===== config.mk =====
export PLATFORM = sky130hd
export DESIGN_NAME = ascc_div
export DESIGN_NICKNAME = d
export VERILOG_FILES = /design/src/design/ascc_pkg.sv /design/src/design/ascc_div.sv
export SDC_FILE = /design/constraint.sdc
export NUM_CORES = 1
export LEC_CHECK = 0
export BUFFER_PORTS_ARGS = -buffer_cell sky130_fd_sc_hd__buf_2
export CAP_MARGIN = 20
export CORE_ASPECT_RATIO = 2
export CORE_MARGIN = 3
export CORE_UTILIZATION = 30
export DETAILED_ROUTE_END_ITERATION = 12
export GPL_TIMING_DRIVEN = 0
export MAX_ROUTING_LAYER = met4
export SKIP_LAST_GASP = 1
export SLEW_MARGIN = 5
export SYNTH_ARGS = -nofsm -noshare
export SYNTH_HDL_FRONTEND = slang
export SYNTH_SLANG_ARGS = --single-unit
export TNS_END_PERCENT = 10

===== constraint.sdc =====
create_clock -name aclk -period 4.2 [get_ports aclk]
set_input_delay 0.42 -clock aclk [delete_from_list [all_inputs] [get_ports aclk]]
set_output_delay 0.42 -clock aclk [all_outputs]
set_load 0.01 [all_outputs]

===== src/design/ascc_pkg.sv =====
// Shared types, widths, constants and helpers of the collision check block
package ascc_pkg;

    // Port widths
    localparam int S_TDATA_W  = 128;
    localparam int S_TUSER_W  = 1;
    localparam int M_TDATA_W  = 64;
    localparam int CFG_IDX_W  = 3;
    localparam int CFG_DATA_W = 31;

    // Working widths
    localparam int SW = 36;
    typedef logic signed [SW-1:0] sval_t;
    localparam int CW = 40;
    typedef logic signed [CW-1:0] cvec_t;
    typedef logic signed [33:0] ang_t;

    // Iteration counts of the shared units
    localparam int CORDIC_STEPS = 24;
    localparam int CORDIC_CNT_W = $clog2(CORDIC_STEPS);
    localparam int SQRT_STEPS   = 32;
    localparam int SQRT_CNT_W   = $clog2(SQRT_STEPS);
    localparam int DIV_W        = 45;
    localparam int DIV_CNT_W    = $clog2(DIV_W);
    localparam logic [DIV_W-1:0] DIV_NUM = {1'b1, {(DIV_W-1){1'b0}}};

    // Operation codes
    localparam logic OP_LOAD  = 1'b0;
    localparam logic OP_POINT = 1'b1;

    // Register indexes
    localparam logic [CFG_IDX_W-1:0] CFG_CAR_LENGTH      = 3'd0;
    localparam logic [CFG_IDX_W-1:0] CFG_CAR_WIDTH       = 3'd1;
    localparam logic [CFG_IDX_W-1:0] CFG_AXLE_SPACING    = 3'd2;
    localparam logic [CFG_IDX_W-1:0] CFG_SAFETY_MARGIN   = 3'd3;
    localparam logic [CFG_IDX_W-1:0] CFG_START_CLEARANCE = 3'd4;

    // Geometry constants
    localparam logic [31:0]      STRAIGHT_LIMIT = 32'd2685;
    localparam logic [DIV_W-1:0] RADIUS_MAX     = 45'd1073741824;
    localparam logic [30:0]      VAL31_MAX      = 31'h7FFF_FFFF;
    localparam ang_t ANG_PI      = 34'sd843314857;
    localparam ang_t ANG_HALF_PI = 34'sd421657428;
    localparam ang_t ANG_TWO_PI  = 34'sd1686629713;

    localparam ang_t ATAN_HEAD [10] = '{
        34'sd210828714, 34'sd124459457, 34'sd65760959, 34'sd33381290, 34'sd16755422,
        34'sd8385879, 34'sd4193963, 34'sd2097109, 34'sd1048571, 34'sd524287
    };

    // Rotation angle of CORDIC step i in signed Q5.28 radians
    function automatic ang_t atan_step(input logic [5:0] i);
        ang_t r;
        if (i < 6'd10) begin
            r = ATAN_HEAD[i[3:0]];
        end else if (i <= 6'd28) begin
            r = ang_t'(1) << (6'd28 - i);
        end else begin
            r = '0;
        end
        return r;
    endfunction

    // Magnitude of a signed working value
    function automatic logic [SW-1:0] smag(input sval_t v);
        logic [SW-1:0] r;
        r = v[SW-1] ? unsigned'(-v) : unsigned'(v);
        return r;
    endfunction

    // Smaller of two magnitudes
    function automatic logic [SW-1:0] umin(input logic [SW-1:0] a, input logic [SW-1:0] b);
        logic [SW-1:0] r;
        r = (a < b) ? a : b;
        return r;
    endfunction

endpackage


===== src/design/ascc_div.sv =====
// Restoring divider of the fixed radius numerator by the curvature magnitude
module ascc_div (
    input  logic                        aclk,
    input  logic                        aresetn,
    input  logic                        start,
    input  logic [31:0]                 divisor,
    output logic                        done,
    output logic [ascc_pkg::DIV_W-1:0]  quotient
);
    import ascc_pkg::*;

    logic                 busy_reg;
    logic                 done_reg;
    logic [DIV_CNT_W-1:0] cnt_reg;
    logic [DIV_W-1:0]     num_reg;
    logic [DIV_W-1:0]     quot_reg;
    logic [31:0]          den_reg;
    logic [31:0]          rem_reg;
    logic [32:0]          rem_sh;
    logic                 take;

    // Shift in one numerator bit and try the subtraction
    always_comb begin
        rem_sh = {rem_reg, num_reg[DIV_W-1]};
        take   = rem_sh >= {1'b0, den_reg};
    end

    always_ff @(posedge aclk) begin
        if (!aresetn) begin
            busy_reg <= 1'b0;
            done_reg <= 1'b0;
        end else begin
            done_reg <= 1'b0;
            if (start) begin
                busy_reg <= 1'b1;
                cnt_reg  <= '0;
                num_reg  <= DIV_NUM;
                den_reg  <= divisor;
                rem_reg  <= '0;
                quot_reg <= '0;
            end else if (busy_reg) begin
                num_reg  <= {num_reg[DIV_W-2:0], 1'b0};
                rem_reg  <= take ? 32'(rem_sh - {1'b0, den_reg}) : rem_sh[31:0];
                quot_reg <= {quot_reg[DIV_W-2:0], take};
                cnt_reg  <= cnt_reg + 1'b1;
                if (cnt_reg == DIV_CNT_W'(DIV_W - 1)) begin
                    busy_reg <= 1'b0;
                    done_reg <= 1'b1;
                end
            end
        end
    end

    assign done     = done_reg;
    assign quotient = quot_reg;

endmodule


---- After elaboration in Yosys (flattened, before gate mapping) ----
Cells that the tools add are included.
word-level totals
  output and inout bits ................... 46
  register bits ........................... 118
  logic and storage cells ................. 26
  input port bits ......................... 35
operators by class
  reduce and logical (&&, ||, !) cells .... 4
  bitwise gates (word level) .............. 2
  $add $sub $neg .......................... 2
  equality and inequality tests ........... 1
  muxes and demuxes ....................... 9
  $lt $le $gt $ge ......................... 1
operator list
  cell                                         count
  2-to-1 mux 45 bit                            2
  2-to-1 mux 32 bit                            2
  >= comparator 33 x 32 -> 1 bit               1
  subtractor 32 bit                            1
  adder 6 x 1 -> 6 bit, second input constant  1
  equality test 6 bit, second input constant   1
  2-to-1 mux 6 bit                             1
  2-to-1 mux 1 bit                             4
  AND reduction 2 bit                          2
  OR reduction 3 bit                           1
  inverter 1 bit                               2
  nonzero test 2 bit                           1

---- Longest topological paths before layout ----
Gate-level depths: netlist (run 1).
  word-level depth ........................ 4
  depth in mapped cells ................... 14

---- Worst setup path after synthesis (run 1) ----
OpenSTA, ideal clock, no wires.
  path type ............................... input to register
  start point ............................. input port start
  end point ............................... register cnt_reg[0], enable pin
  data arrival time ....................... 2.595 ns
  path slack .............................. 1.156 ns
  setup time .............................. 0.450 ns
  required time ........................... 3.750 ns
  buffers on the path ..................... 1
  stages .................................. 2
  path through ............................ clkbuf_1 o21a_1
between the ends
  word-level cells in the longest chain between the ends .. 2
RTL lines
  element                               RTL line        source
  from (decl)                           ascc_div.sv:5   input logic start,
  nonzero test 2 bit (no source line)   --
  AND reduction 2 bit (no source line)  --
  to (signal assigned)                  ascc_div.sv:45  cnt_reg <= cnt_reg + 1'b1;
  to (decl)                             ascc_div.sv:14  logic [DIV_CNT_W-1:0] cnt_reg;
Every way passes these cells.
A chain may end at the register's enable or synchronous reset.

---- Worst setup path in the final report (run 1) ----
  start point ............................. register rem_reg[5]
  end point ............................... register rem_reg[31], data pin
between the ends
  word-level cells in the longest chain between the ends .. 3
RTL lines
  element                                                                     RTL line                        source
  from (decl)                                                                 ascc_div.sv:18                  logic [31:0] rem_reg;
  from (signal assigned)                                                      ascc_div.sv:43                  rem_reg <= take ? 32'(rem_sh - {1'b0, den_reg}) : rem_sh[31:0];
  subtractor 32 bit / >= comparator 33 x 32 -> 1 bit (equally long branches)  ascc_div.sv:43, ascc_div.sv:25
  2-to-1 mux 32 bit *                                                         ascc_div.sv:43
  2-to-1 mux 32 bit *                                                         ascc_div.sv:41                  end else if (busy_reg) begin
Every way passes the cells marked *; elsewhere a longest branch is shown, timed or not. The select of a mux whose other input is x is not followed.

==> results of run 1 <==
-- cell type report --
| type | count | share of cell area [%] |
|---|---|---|
| plain buffers | 20 | 1.85 |
| clock buffers | 20 | 5.65 |
| clock inverters | 12 | 1.44 |
| inverters | 42 | 2.04 |
| multi-input cells | 364 | 33.5 |
| flip-flops and latches | 118 | 45.6 |
| well taps | 269 | 4.36 |
| repair buffers | 81 | 5.54 |
-- through the flow --
step,power [mW],std cells,util [%],cell area (um^2)
4_1_cts,3.64,926,36.7,7720
2_1_floorplan,2.05,544,-,6400
3_5_place_dp,2.25,894,34.1,7180
3_3_place_gp,2.24,893,34.0,7140
6_report,3.59,926,36.7,7720
5_1_grt,3.78,926,36.7,7720
-- cell usage after synthesis, drive strengths merged (8+ instances only) --
library cell | n | share of area [%]
a211oi | 10 | 1.6
a21o | 15 | 1.8
a21oi | 26 | 2.0
and3 | 8 | 0.86
clkbuf | 13 | 0.76
edfxtp | 116 | 54
ha | 34 | 6.6
inv | 42 | 2.5
mux2i | 22 | 3.4
nand2 | 26 | 1.5
nand3 | 11 | 1.1
nor2 | 55 | 3.4
nor2b | 48 | 4.7
o21ai | 18 | 1.6
xnor2 | 18 | 2.5
xor2 | 11 | 1.5
-- worst register-to-register path, stage by stage, from the launching register on --
cell and delay (ps):
edfxtp_1 390, ha_1 390, a21o_1 220, a21oi_1 230, nand2_1 160, a211oi_1 620, o31ai_1 300, a21o_1 260
a221o_1 360, xnor2_1 140, o22ai_1 80
-- metal layers --
layer  vias to the layer above  global-route usage [%]
met1                      2108                    14.2
met2                       123                    24.7
li1                       2169                       -
met5                         -                       -
met3                        41                    3.28
met4                         0                    8.39
-- worst max path at each step --
stage	slack, ps	from	endpoint
after floorplan	1160	start	cnt_reg[0]
after global placement	-350	start	busy_reg
after detailed placement	830	rem_reg[5]	rem_reg[31]
after CTS	800	rem_reg[5]	rem_reg[31]
after global routing	670	rem_reg[5]	rem_reg[31]
final	780	rem_reg[5]	rem_reg[31]
-- kinds of logic (layout without fill, tap and decap cells) --
kind of cell    Yosys count  in the layout  share of synthesized area [%]
fa+ha+maj                35             35                           6.96
simple gates            172            172                           14.0
buf+inv                  62            175                           4.69
compound gates          106            106                           11.9
flops                   118            118                           55.0
xor+xnor                 29             29                           3.97
mux                      22             22                           3.44
-- power by group --
group / switching [mW] / leakage (nW) / internal (mW)
combinational: 0.433 / 1.81 / 0.333
sequential: 0.0425 / 1.14 / 1.41
clock: 0.507 / 0.267 / 0.859
==> results.sh, run 1 <==
export IMPL_largest_reg_flops=45
export IMPL_relSlewSlack_pct=42.2
export IMPL_place_congestion=0.914
export IMPL_regArea_um2=3520
export IMPL_skew_ps=5.51
export IMPL_rsz0062_at_grt="no"
export IMPL_ys_ff_latch=118
export IMPL_die_w_um=109
export IMPL_drt_pass1_iter_count=4
export IMPL_grt_first_pass_wirelength_um=24100
export IMPL_post_cts_resize_count=0
export IMPL_cts_max_level=4
export IMPL_cp_arrival_ps=3580
export IMPL_start_util_pct=30.5
export IMPL_timing_rr_end="rem_reg[31]"
export IMPL_cts_setup_buffers=0
export IMPL_syn_area_um2=6400
export IMPL_vdd_drop_max_mv=0.323
export IMPL_synthArstFlopShare_pct=0
export IMPL_path_clk_slew_ps=60
export IMPL_antenna_cells=0
export IMPL_worst_slew_pin_transition_ps=866
export IMPL_status="finished clean"
export IMPL_numCtsBuffers=17
export IMPL_reg2reg_slack_ps=780
export IMPL_clock_root_buffer="clkbuf_16"
export IMPL_holdPathEnd="den_reg[27]"
export IMPL_wl_met3_um=545
export IMPL_power_leakage_nw=3.22
export IMPL_layout_commonest_cell="edfxtp_1"
export IMPL_maxCapViolCount=0
export IMPL_synth_ff_type="edfxtp_1"
export IMPL_rows=75
export IMPL_area_growth_pct=20.6
export IMPL_holdCritPathClass="in2reg"
export IMPL_drive_gt1_share_pct=20.2
export IMPL_drc_errors=0
export IMPL_clock_sinks=118
export IMPL_dr_total_vias=4441
export IMPL_start_kind="flip-flop"
export IMPL_cts_tree="built"
export IMPL_hold_path_depth=1
export IMPL_reg2reg_from="rem_reg[5]"
export IMPL_fin_ws_ps=784
export IMPL_layout_common_cells="edfxtp_1 (116), buf_2 (82), nor2_1 (51)"
export IMPL_cp_depth=10
export IMPL_die_y_um=213
export IMPL_setup_viol=0
export IMPL_dp_hpwl_um=10800
export IMPL_routed_wl_met2_um=8110
export IMPL_grt_use_total_pct=14.2
export IMPL_synth_area_per_cell_um2=11.8
export IMPL_multiInputGateArea_um2=2590
export IMPL_yosysSeqAreaShare_pct=55.0
export IMPL_io_pins=81
export IMPL_post_place_ws_ps=833
export IMPL_io_buffers=80
export IMPL_path_cells="ha_1 > a21o_1 > a21oi_1 > nand2_1 > a211oi_1 > o31ai_1 > a21o_1 > a221o_1 > xnor2_1 > o22ai_1"
export IMPL_syn_nets=614
export IMPL_die_area_um2=23200
export IMPL_min_period_over_period_pct=81.3
export IMPL_endpoint_kind="flip-flop"
export IMPL_grt_pass1_vias=4795
export IMPL_post_route_min_period_ps=3420
export IMPL_clock_latency_ps=410
export IMPL_grt_max_degree=56
export IMPL_cts_hold_buffers_added=0
export IMPL_max_freq_mhz=293
export IMPL_wl_met1_um=5440
export IMPL_routed_wl_um=14800
export IMPL_worst_path_buf_inv=0
export IMPL_synth_edf_count=116
export IMPL_core_region_area_um2=21000
export IMPL_worst_path_max_fanout=5
export IMPL_fin_hold_ws_ps=178
export IMPL_maxUsedRoutingLayer="met4"
export IMPL_fin_nets=714
export IMPL_yosysUniqueCellTypes=59
export IMPL_ys_warnings_count=0
export IMPL_cp_top_family="compound AO/OA/AOI/OAI gates"
export IMPL_grt_overflow_total=0
export IMPL_hold_viol=0
export IMPL_powerDensity_nw_per_um2=464
export IMPL_syn_instance_count=544
export IMPL_avgRoutedWirePerCell_um=16.0
export IMPL_fin_tns_setup_ps=0
export IMPL_cp_slowest_stage_delay_ps=620
export IMPL_clock_path_buffers=2
export IMPL_antenna_found_initial=0
export IMPL_ant_nets=0
export IMPL_drt_iter0_markers=179
export IMPL_crit_top_cell="a21o_1"
export IMPL_slew_viol_final=0
export IMPL_critPathKind="reg2reg"
export IMPL_cp_slowest_cell="a211oi_1"
export IMPL_fillCellCount=2140
export IMPL_vias_per_cell=4.80
export IMPL_critical_path_required_ps=4360
export IMPL_hp_start="divisor[27]"
export IMPL_rr_worst_depth=10
(Power assumes the default switching activity.)
==> inputs of run 2 (changes only) <==
- clock period: 4.2 -> 2.8 ns (I/O delays scaled with it)
==> run 2 against run 1 <==
- the flow now finishes with violations (setup timing)
- worst setup slack got worse by 930 ps
- clock skew rose by 0.88 ps
- worst hold slack lost 150 ps
- combinational power is 79% higher
- non-clock buffer count is 27 higher
- design area increased by 7.0%
- fmax grew 16%
- die area unchanged
- cell count grew 2.9%
- critical path type unchanged
- largest power group unchanged
==> results.sh, run 2 (synthesized netlist as in run 1, its figures left out) <==
export IMPL_worst_path_buf_inv=4
export IMPL_place_congestion=0.908
export IMPL_fillCellCount=2108
export IMPL_holdCritPathClass="in2reg"
export IMPL_io_buffers=80
export IMPL_cp_slowest_cell="edfxtp_1"
export IMPL_drt_pass1_iter_count=4
export IMPL_hold_viol=0
export IMPL_layout_common_cells="edfxtp_1 (116), buf_2 (80), nor2_1 (51)"
export IMPL_cp_slowest_stage_delay_ps=430
export IMPL_dr_total_vias=4602
export IMPL_die_w_um=109
export IMPL_cp_top_family="compound AO/OA/AOI/OAI gates"
export IMPL_start_kind="flip-flop"
export IMPL_rsz0062_at_grt="yes"
export IMPL_clock_sinks=118
export IMPL_area_growth_pct=29.1
export IMPL_maxCapViolCount=0
export IMPL_antenna_found_initial=0
export IMPL_worst_slew_pin_transition_ps=880
export IMPL_vias_per_cell=4.83
export IMPL_slew_viol_final=0
export IMPL_grt_use_total_pct=14.6
export IMPL_layout_commonest_cell="edfxtp_1"
export IMPL_powerDensity_nw_per_um2=694
export IMPL_rows=75
export IMPL_routed_wl_um=15600
export IMPL_grt_first_pass_wirelength_um=25000
export IMPL_clock_latency_ps=430
export IMPL_largest_reg_flops=45
export IMPL_relSlewSlack_pct=41.3
export IMPL_grt_max_degree=56
export IMPL_ant_nets=0
export IMPL_fin_nets=741
export IMPL_max_freq_mhz=339
export IMPL_path_clk_slew_ps=60
export IMPL_min_period_over_period_pct=105
export IMPL_skew_ps=6.40
export IMPL_die_area_um2=23200
export IMPL_core_region_area_um2=21000
export IMPL_power_mw=5.74
export IMPL_clock_root_buffer="clkbuf_16"
export IMPL_endpoint_kind="flip-flop"
export IMPL_grt_pass1_vias=5050
export IMPL_grt_overflow_total=0
export IMPL_post_place_ws_ps=-612
export IMPL_setup_viol=32
export IMPL_critical_path_required_ps=2950
export IMPL_start_util_pct=30.5
export IMPL_drt_iter0_markers=214
export IMPL_drc_errors=0
export IMPL_fin_ws_ps=-148
export IMPL_dp_hpwl_um=11000
export IMPL_critPathKind="reg2reg"
export IMPL_status="finished, violations left"
export IMPL_cts_tree="built"
export IMPL_cts_max_level=4
export IMPL_die_y_um=213
export IMPL_path_cells="ha_4 > and3_4 > nand3_4 > a211oi_4 > nor3_2 > o31a_1 > o31a_4 > o21ai_4 > buf_12 > buf_4 > buf_12 > buf_12 > a211oi_2"
export IMPL_numCtsBuffers=17
export IMPL_drive_gt1_share_pct=29.4
export IMPL_io_pins=81
export IMPL_vdd_drop_max_mv=0.427
export IMPL_avgRoutedWirePerCell_um=16.4
export IMPL_fin_hold_ws_ps=26.9
export IMPL_post_route_min_period_ps=2950
export IMPL_worst_path_max_fanout=7
export IMPL_antenna_cells=0
export IMPL_power_leakage_nw=3.39
export IMPL_clock_path_buffers=2
export IMPL_crit_top_cell="buf_12"
export IMPL_cp_arrival_ps=3090
export IMPL_violations="setup timing"
run 2: cell count changes in the layout (fill, tap and decap cells not counted), moves of 3 or more:
| cell | change |
|---|---|
| ha_1 | -9 |
| ha_4 | +7 |
| clkbuf_1 | -4 |
| buf_4 | +26 |
| o21ai_0 | -3 |
| clkinvlp_4 | +6 |
| a21oi_1 | -6 |
| clkinv_2 | -3 |
| clkinv_1 | -4 |
| a21oi_2 | +6 |
run 2: layout make-up:
class,instances,area (um^2),share of cell area (%)
inverter,42,158,1.91
tap,269,337,4.07
timing repair buffer,109,701,8.47
buffer,19,144,1.74
clock buffer,18,439,5.31
multi-input combinational,364,2810,34.0
clock inverter,14,153,1.85
sequential,118,3520,42.6
run 2: through the flow:
stage | TNS, ps | utilization [%] | cells | instance area, um^2
3_3_place_gp | -30540 | 34.0 | 893 | 7140
6_report | -3780 | 39.3 | 953 | 8270
5_1_grt | -7110 | 39.3 | 953 | 8270
2_1_floorplan | -44.2 | - | 544 | 6400
4_1_cts | -5310 | 38.8 | 950 | 8160
3_5_place_dp | -11220 | 34.1 | 894 | 7180
run 2: path summary, 6_finish.rpt:
kind                                   end  depth (start not counted)        from  slack [ps]
worst min-delay path            den_reg[5]                          1  divisor[5]          30
worst max register to register  rem_reg[0]                         13  rem_reg[7]        -150
worst max-delay path            rem_reg[0]                         13  rem_reg[7]        -150
worst min register to register        done                          2    busy_reg         500
run 2: timing repair:
| item | 4_1_cts | 5_1_grt |
|---|---|---|
| endpoints found under the hold margin | 0 | 0 |
| gates cloned | 1 | 1 |
| hold buffers | 0 | 0 |
| pin swaps | 17 | 6 |
| buffers inserted | 24 | 2 |
| resized for setup | 30 | 15 |
| endpoints found under the setup margin | 33 | 33 |
run 2: worst reg2reg max path, stage by stage, from the launching register on:
cell and delay (ps):
edfxtp_1 430, ha_4 290, and3_4 210, nand3_4 110
a211oi_4 250, nor3_2 70, o31a_1 280, o31a_4 300
o21ai_4 160, buf_12 170, buf_4 130, buf_12 120
buf_12 110, a211oi_2 50
run 2: power breakdown:
group / switching, mW / internal, mW / leakage (nW)
clock: 0.843 / 1.33 / 0.267
sequential: 0.0705 / 2.12 / 1.14
combinational: 0.726 / 0.645 / 1.99
total: 1.64 / 4.10 / 3.39
run 2: per-layer routing:
layer	vias up	share of wire [%]	global-route usage, %
met5	-	0	-
met4	0	4.3	8.65
met3	49	3.1	2.77
met2	110	55	26.1
met1	2227	37	14.5
li1	2216	-	-
==> inputs of run 3 (changes only) <==
- CORE_UTILIZATION: 30 -> 49
- PLACE_DENSITY: not set -> 0.72
==> run 3 against run 2 <==
- the flow still finishes with violations (setup timing)
- core utilization is 24 points higher
- global-route usage grew 7.6 points
- largest power group unchanged
- first-iteration DRC count down 7.5%
- clock power is 4% lower
- flip-flop and latch count unchanged
- fmax decreased by 1.1%
- highest routed layer unchanged
- clock-buffer cell count down 1
- wire length shrank 4.9%
- non-clock buffer count decreased by 2
- total power decreased by 2.3%
- sequential power hardly changed
- register-to-register slack got worse by 30 ps
==> results.sh, run 3 (synthesized netlist as in run 1, its figures left out) <==
export IMPL_io_pins=81
export IMPL_cts_max_level=4
export IMPL_routed_wl_met2_um=8040
export IMPL_maxUsedRoutingLayer="met4"
export IMPL_critical_path_required_ps=2950
export IMPL_path_clk_slew_ps=60
export IMPL_largest_reg_flops=45
export IMPL_worst_slew_pin_transition_ps=868
export IMPL_layout_commonest_cell="edfxtp_1"
export IMPL_critPathKind="reg2reg"
export IMPL_wl_met1_um=5600
export IMPL_maxCapViolCount=0
export IMPL_drt_pass1_iter_count=4
export IMPL_worst_path_max_fanout=10
export IMPL_fin_ws_ps=-182
export IMPL_die_area_um2=14600
export IMPL_grt_first_pass_wirelength_um=24400
export IMPL_hold_viol=0
export IMPL_grt_pass1_vias=5035
export IMPL_area_growth_pct=25.4
export IMPL_clock_root_buffer="clkbuf_16"
export IMPL_core_region_area_um2=12700
export IMPL_powerDensity_nw_per_um2=698
export IMPL_power_mw=5.61
export IMPL_fin_nets=739
export IMPL_numCtsBuffers=17
export IMPL_cp_slowest_stage_delay_ps=430
export IMPL_violations="setup timing"
export IMPL_holdCritPathClass="in2reg"
export IMPL_path_cells="ha_4 > and3_4 > nand3_4 > a211oi_4 > nor3_2 > o31a_1 > o31a_4 > o21ai_4 > buf_12 > buf_12 > mux2i_1 > nor2_1"
export IMPL_rsz0062_at_grt="yes"
export IMPL_min_period_over_period_pct=106
export IMPL_status="finished, violations left"
export IMPL_crit_top_cell="buf_12"
export IMPL_die_y_um=168
export IMPL_clock_sinks=118
export IMPL_layout_common_cells="edfxtp_1 (116), buf_2 (81), nor2_1 (51)"
export IMPL_wl_met3_um=603
export IMPL_io_buffers=80
export IMPL_relSlewSlack_pct=42.1
export IMPL_slew_viol_final=0
export IMPL_start_util_pct=50.4
export IMPL_regArea_um2=3520
export IMPL_start_kind="flip-flop"
export IMPL_drt_iter0_markers=198
export IMPL_antenna_found_initial=0
export IMPL_ant_nets=0
export IMPL_grt_max_degree=56
export IMPL_cp_slowest_cell="edfxtp_1"
export IMPL_clock_path_buffers=2
export IMPL_clock_latency_ps=420
export IMPL_avgRoutedWirePerCell_um=17.9
export IMPL_rows=58
export IMPL_final_area_um2=8030
export IMPL_cp_arrival_ps=3130
export IMPL_max_freq_mhz=335
export IMPL_skew_ps=8.14
export IMPL_setup_viol=32
export IMPL_post_route_min_period_ps=2980
export IMPL_dp_hpwl_um=10100
export IMPL_fillCellCount=990
export IMPL_antenna_cells=0
export IMPL_routed_wl_um=14900
export IMPL_grt_use_total_pct=22.2
export IMPL_multiInputGateArea_um2=2810
export IMPL_utilization_pct=63.2
export IMPL_vias_per_cell=5.62
export IMPL_place_congestion=0.900
export IMPL_drc_errors=0
export IMPL_fin_tns_setup_ps=-3660
export IMPL_die_w_um=86.8
export IMPL_endpoint_kind="flip-flop"
export IMPL_worst_path_buf_inv=2
export IMPL_dr_total_vias=4673
export IMPL_power_leakage_nw=3.37
export IMPL_grt_overflow_total=0
export IMPL_place_inst=775
export IMPL_cts_tree="built"
export IMPL_vdd_drop_max_mv=0.570
export IMPL_cp_top_family="compound AO/OA/AOI/OAI gates"
export IMPL_drive_gt1_share_pct=28.7
export IMPL_final_cells=832
export IMPL_place_area_um2=7030
## run 3: repair_timing
item	4_1_cts	5_1_grt
pin swaps	11	8
cloned	1	0
gates resized for setup	24	16
setup endpoints to repair	33	33
buffers inserted	24	1
hold buffers	0	0
## run 3: layer usage
layer / track usage [%] / vias up
li1: - / 2219
met1: 24.3 / 2280
met2: 37.4 / 129
met3: 5.32 / 45
met4: 10.1 / 0
met5: - / -
## run 3: stage by stage
stage	hold WS (ps)	setup WS (ps)
after global placement	456	-443
after detailed placement	458	-502
after CTS	19.5	-187
after global routing	16.1	-285
after floorplan	379	-2.93
final	34.5	-182
## run 3: final timing paths
path                                   from     endpoint  slack (ps)  cells after the start
worst min-delay path            divisor[23]  den_reg[23]          30                      1
worst max-delay path             rem_reg[8]  rem_reg[10]        -180                     12
worst min register to register     busy_reg         done         490                      2
worst max register to register   rem_reg[8]  rem_reg[10]        -180                     12
## run 3: report_power, final
group | internal [mW] | total (mW) | switching (mW)
sequential | 2.12 | 2.19 | 0.0704
clock | 1.17 | 2.09 | 0.921
combinational | 0.621 | 1.33 | 0.711
total | 3.90 | 5.61 | 1.70
## run 3: layout make-up
type | instances | share of cell area [%]
multi-input cells | 364 | 35.0
flip-flops and latches | 118 | 43.9
inverters | 42 | 1.96
clock buffers | 17 | 5.30
well taps | 150 | 2.34
plain buffers | 19 | 1.76
clock inverters | 15 | 1.64
repair buffers | 107 | 8.16
## run 3: worst register-to-register path, delay by kind of cell, from the launching register on
kind | cells | cell delay, ps
flip-flops | 1 | 430
AND/OR/NAND/NOR | 4 | 440
AO/OA/AOI/OAI | 4 | 1010
multiplexers | 1 | 220
adder cells (fa/ha/maj) | 1 | 300
buffers and inverters | 2 | 310
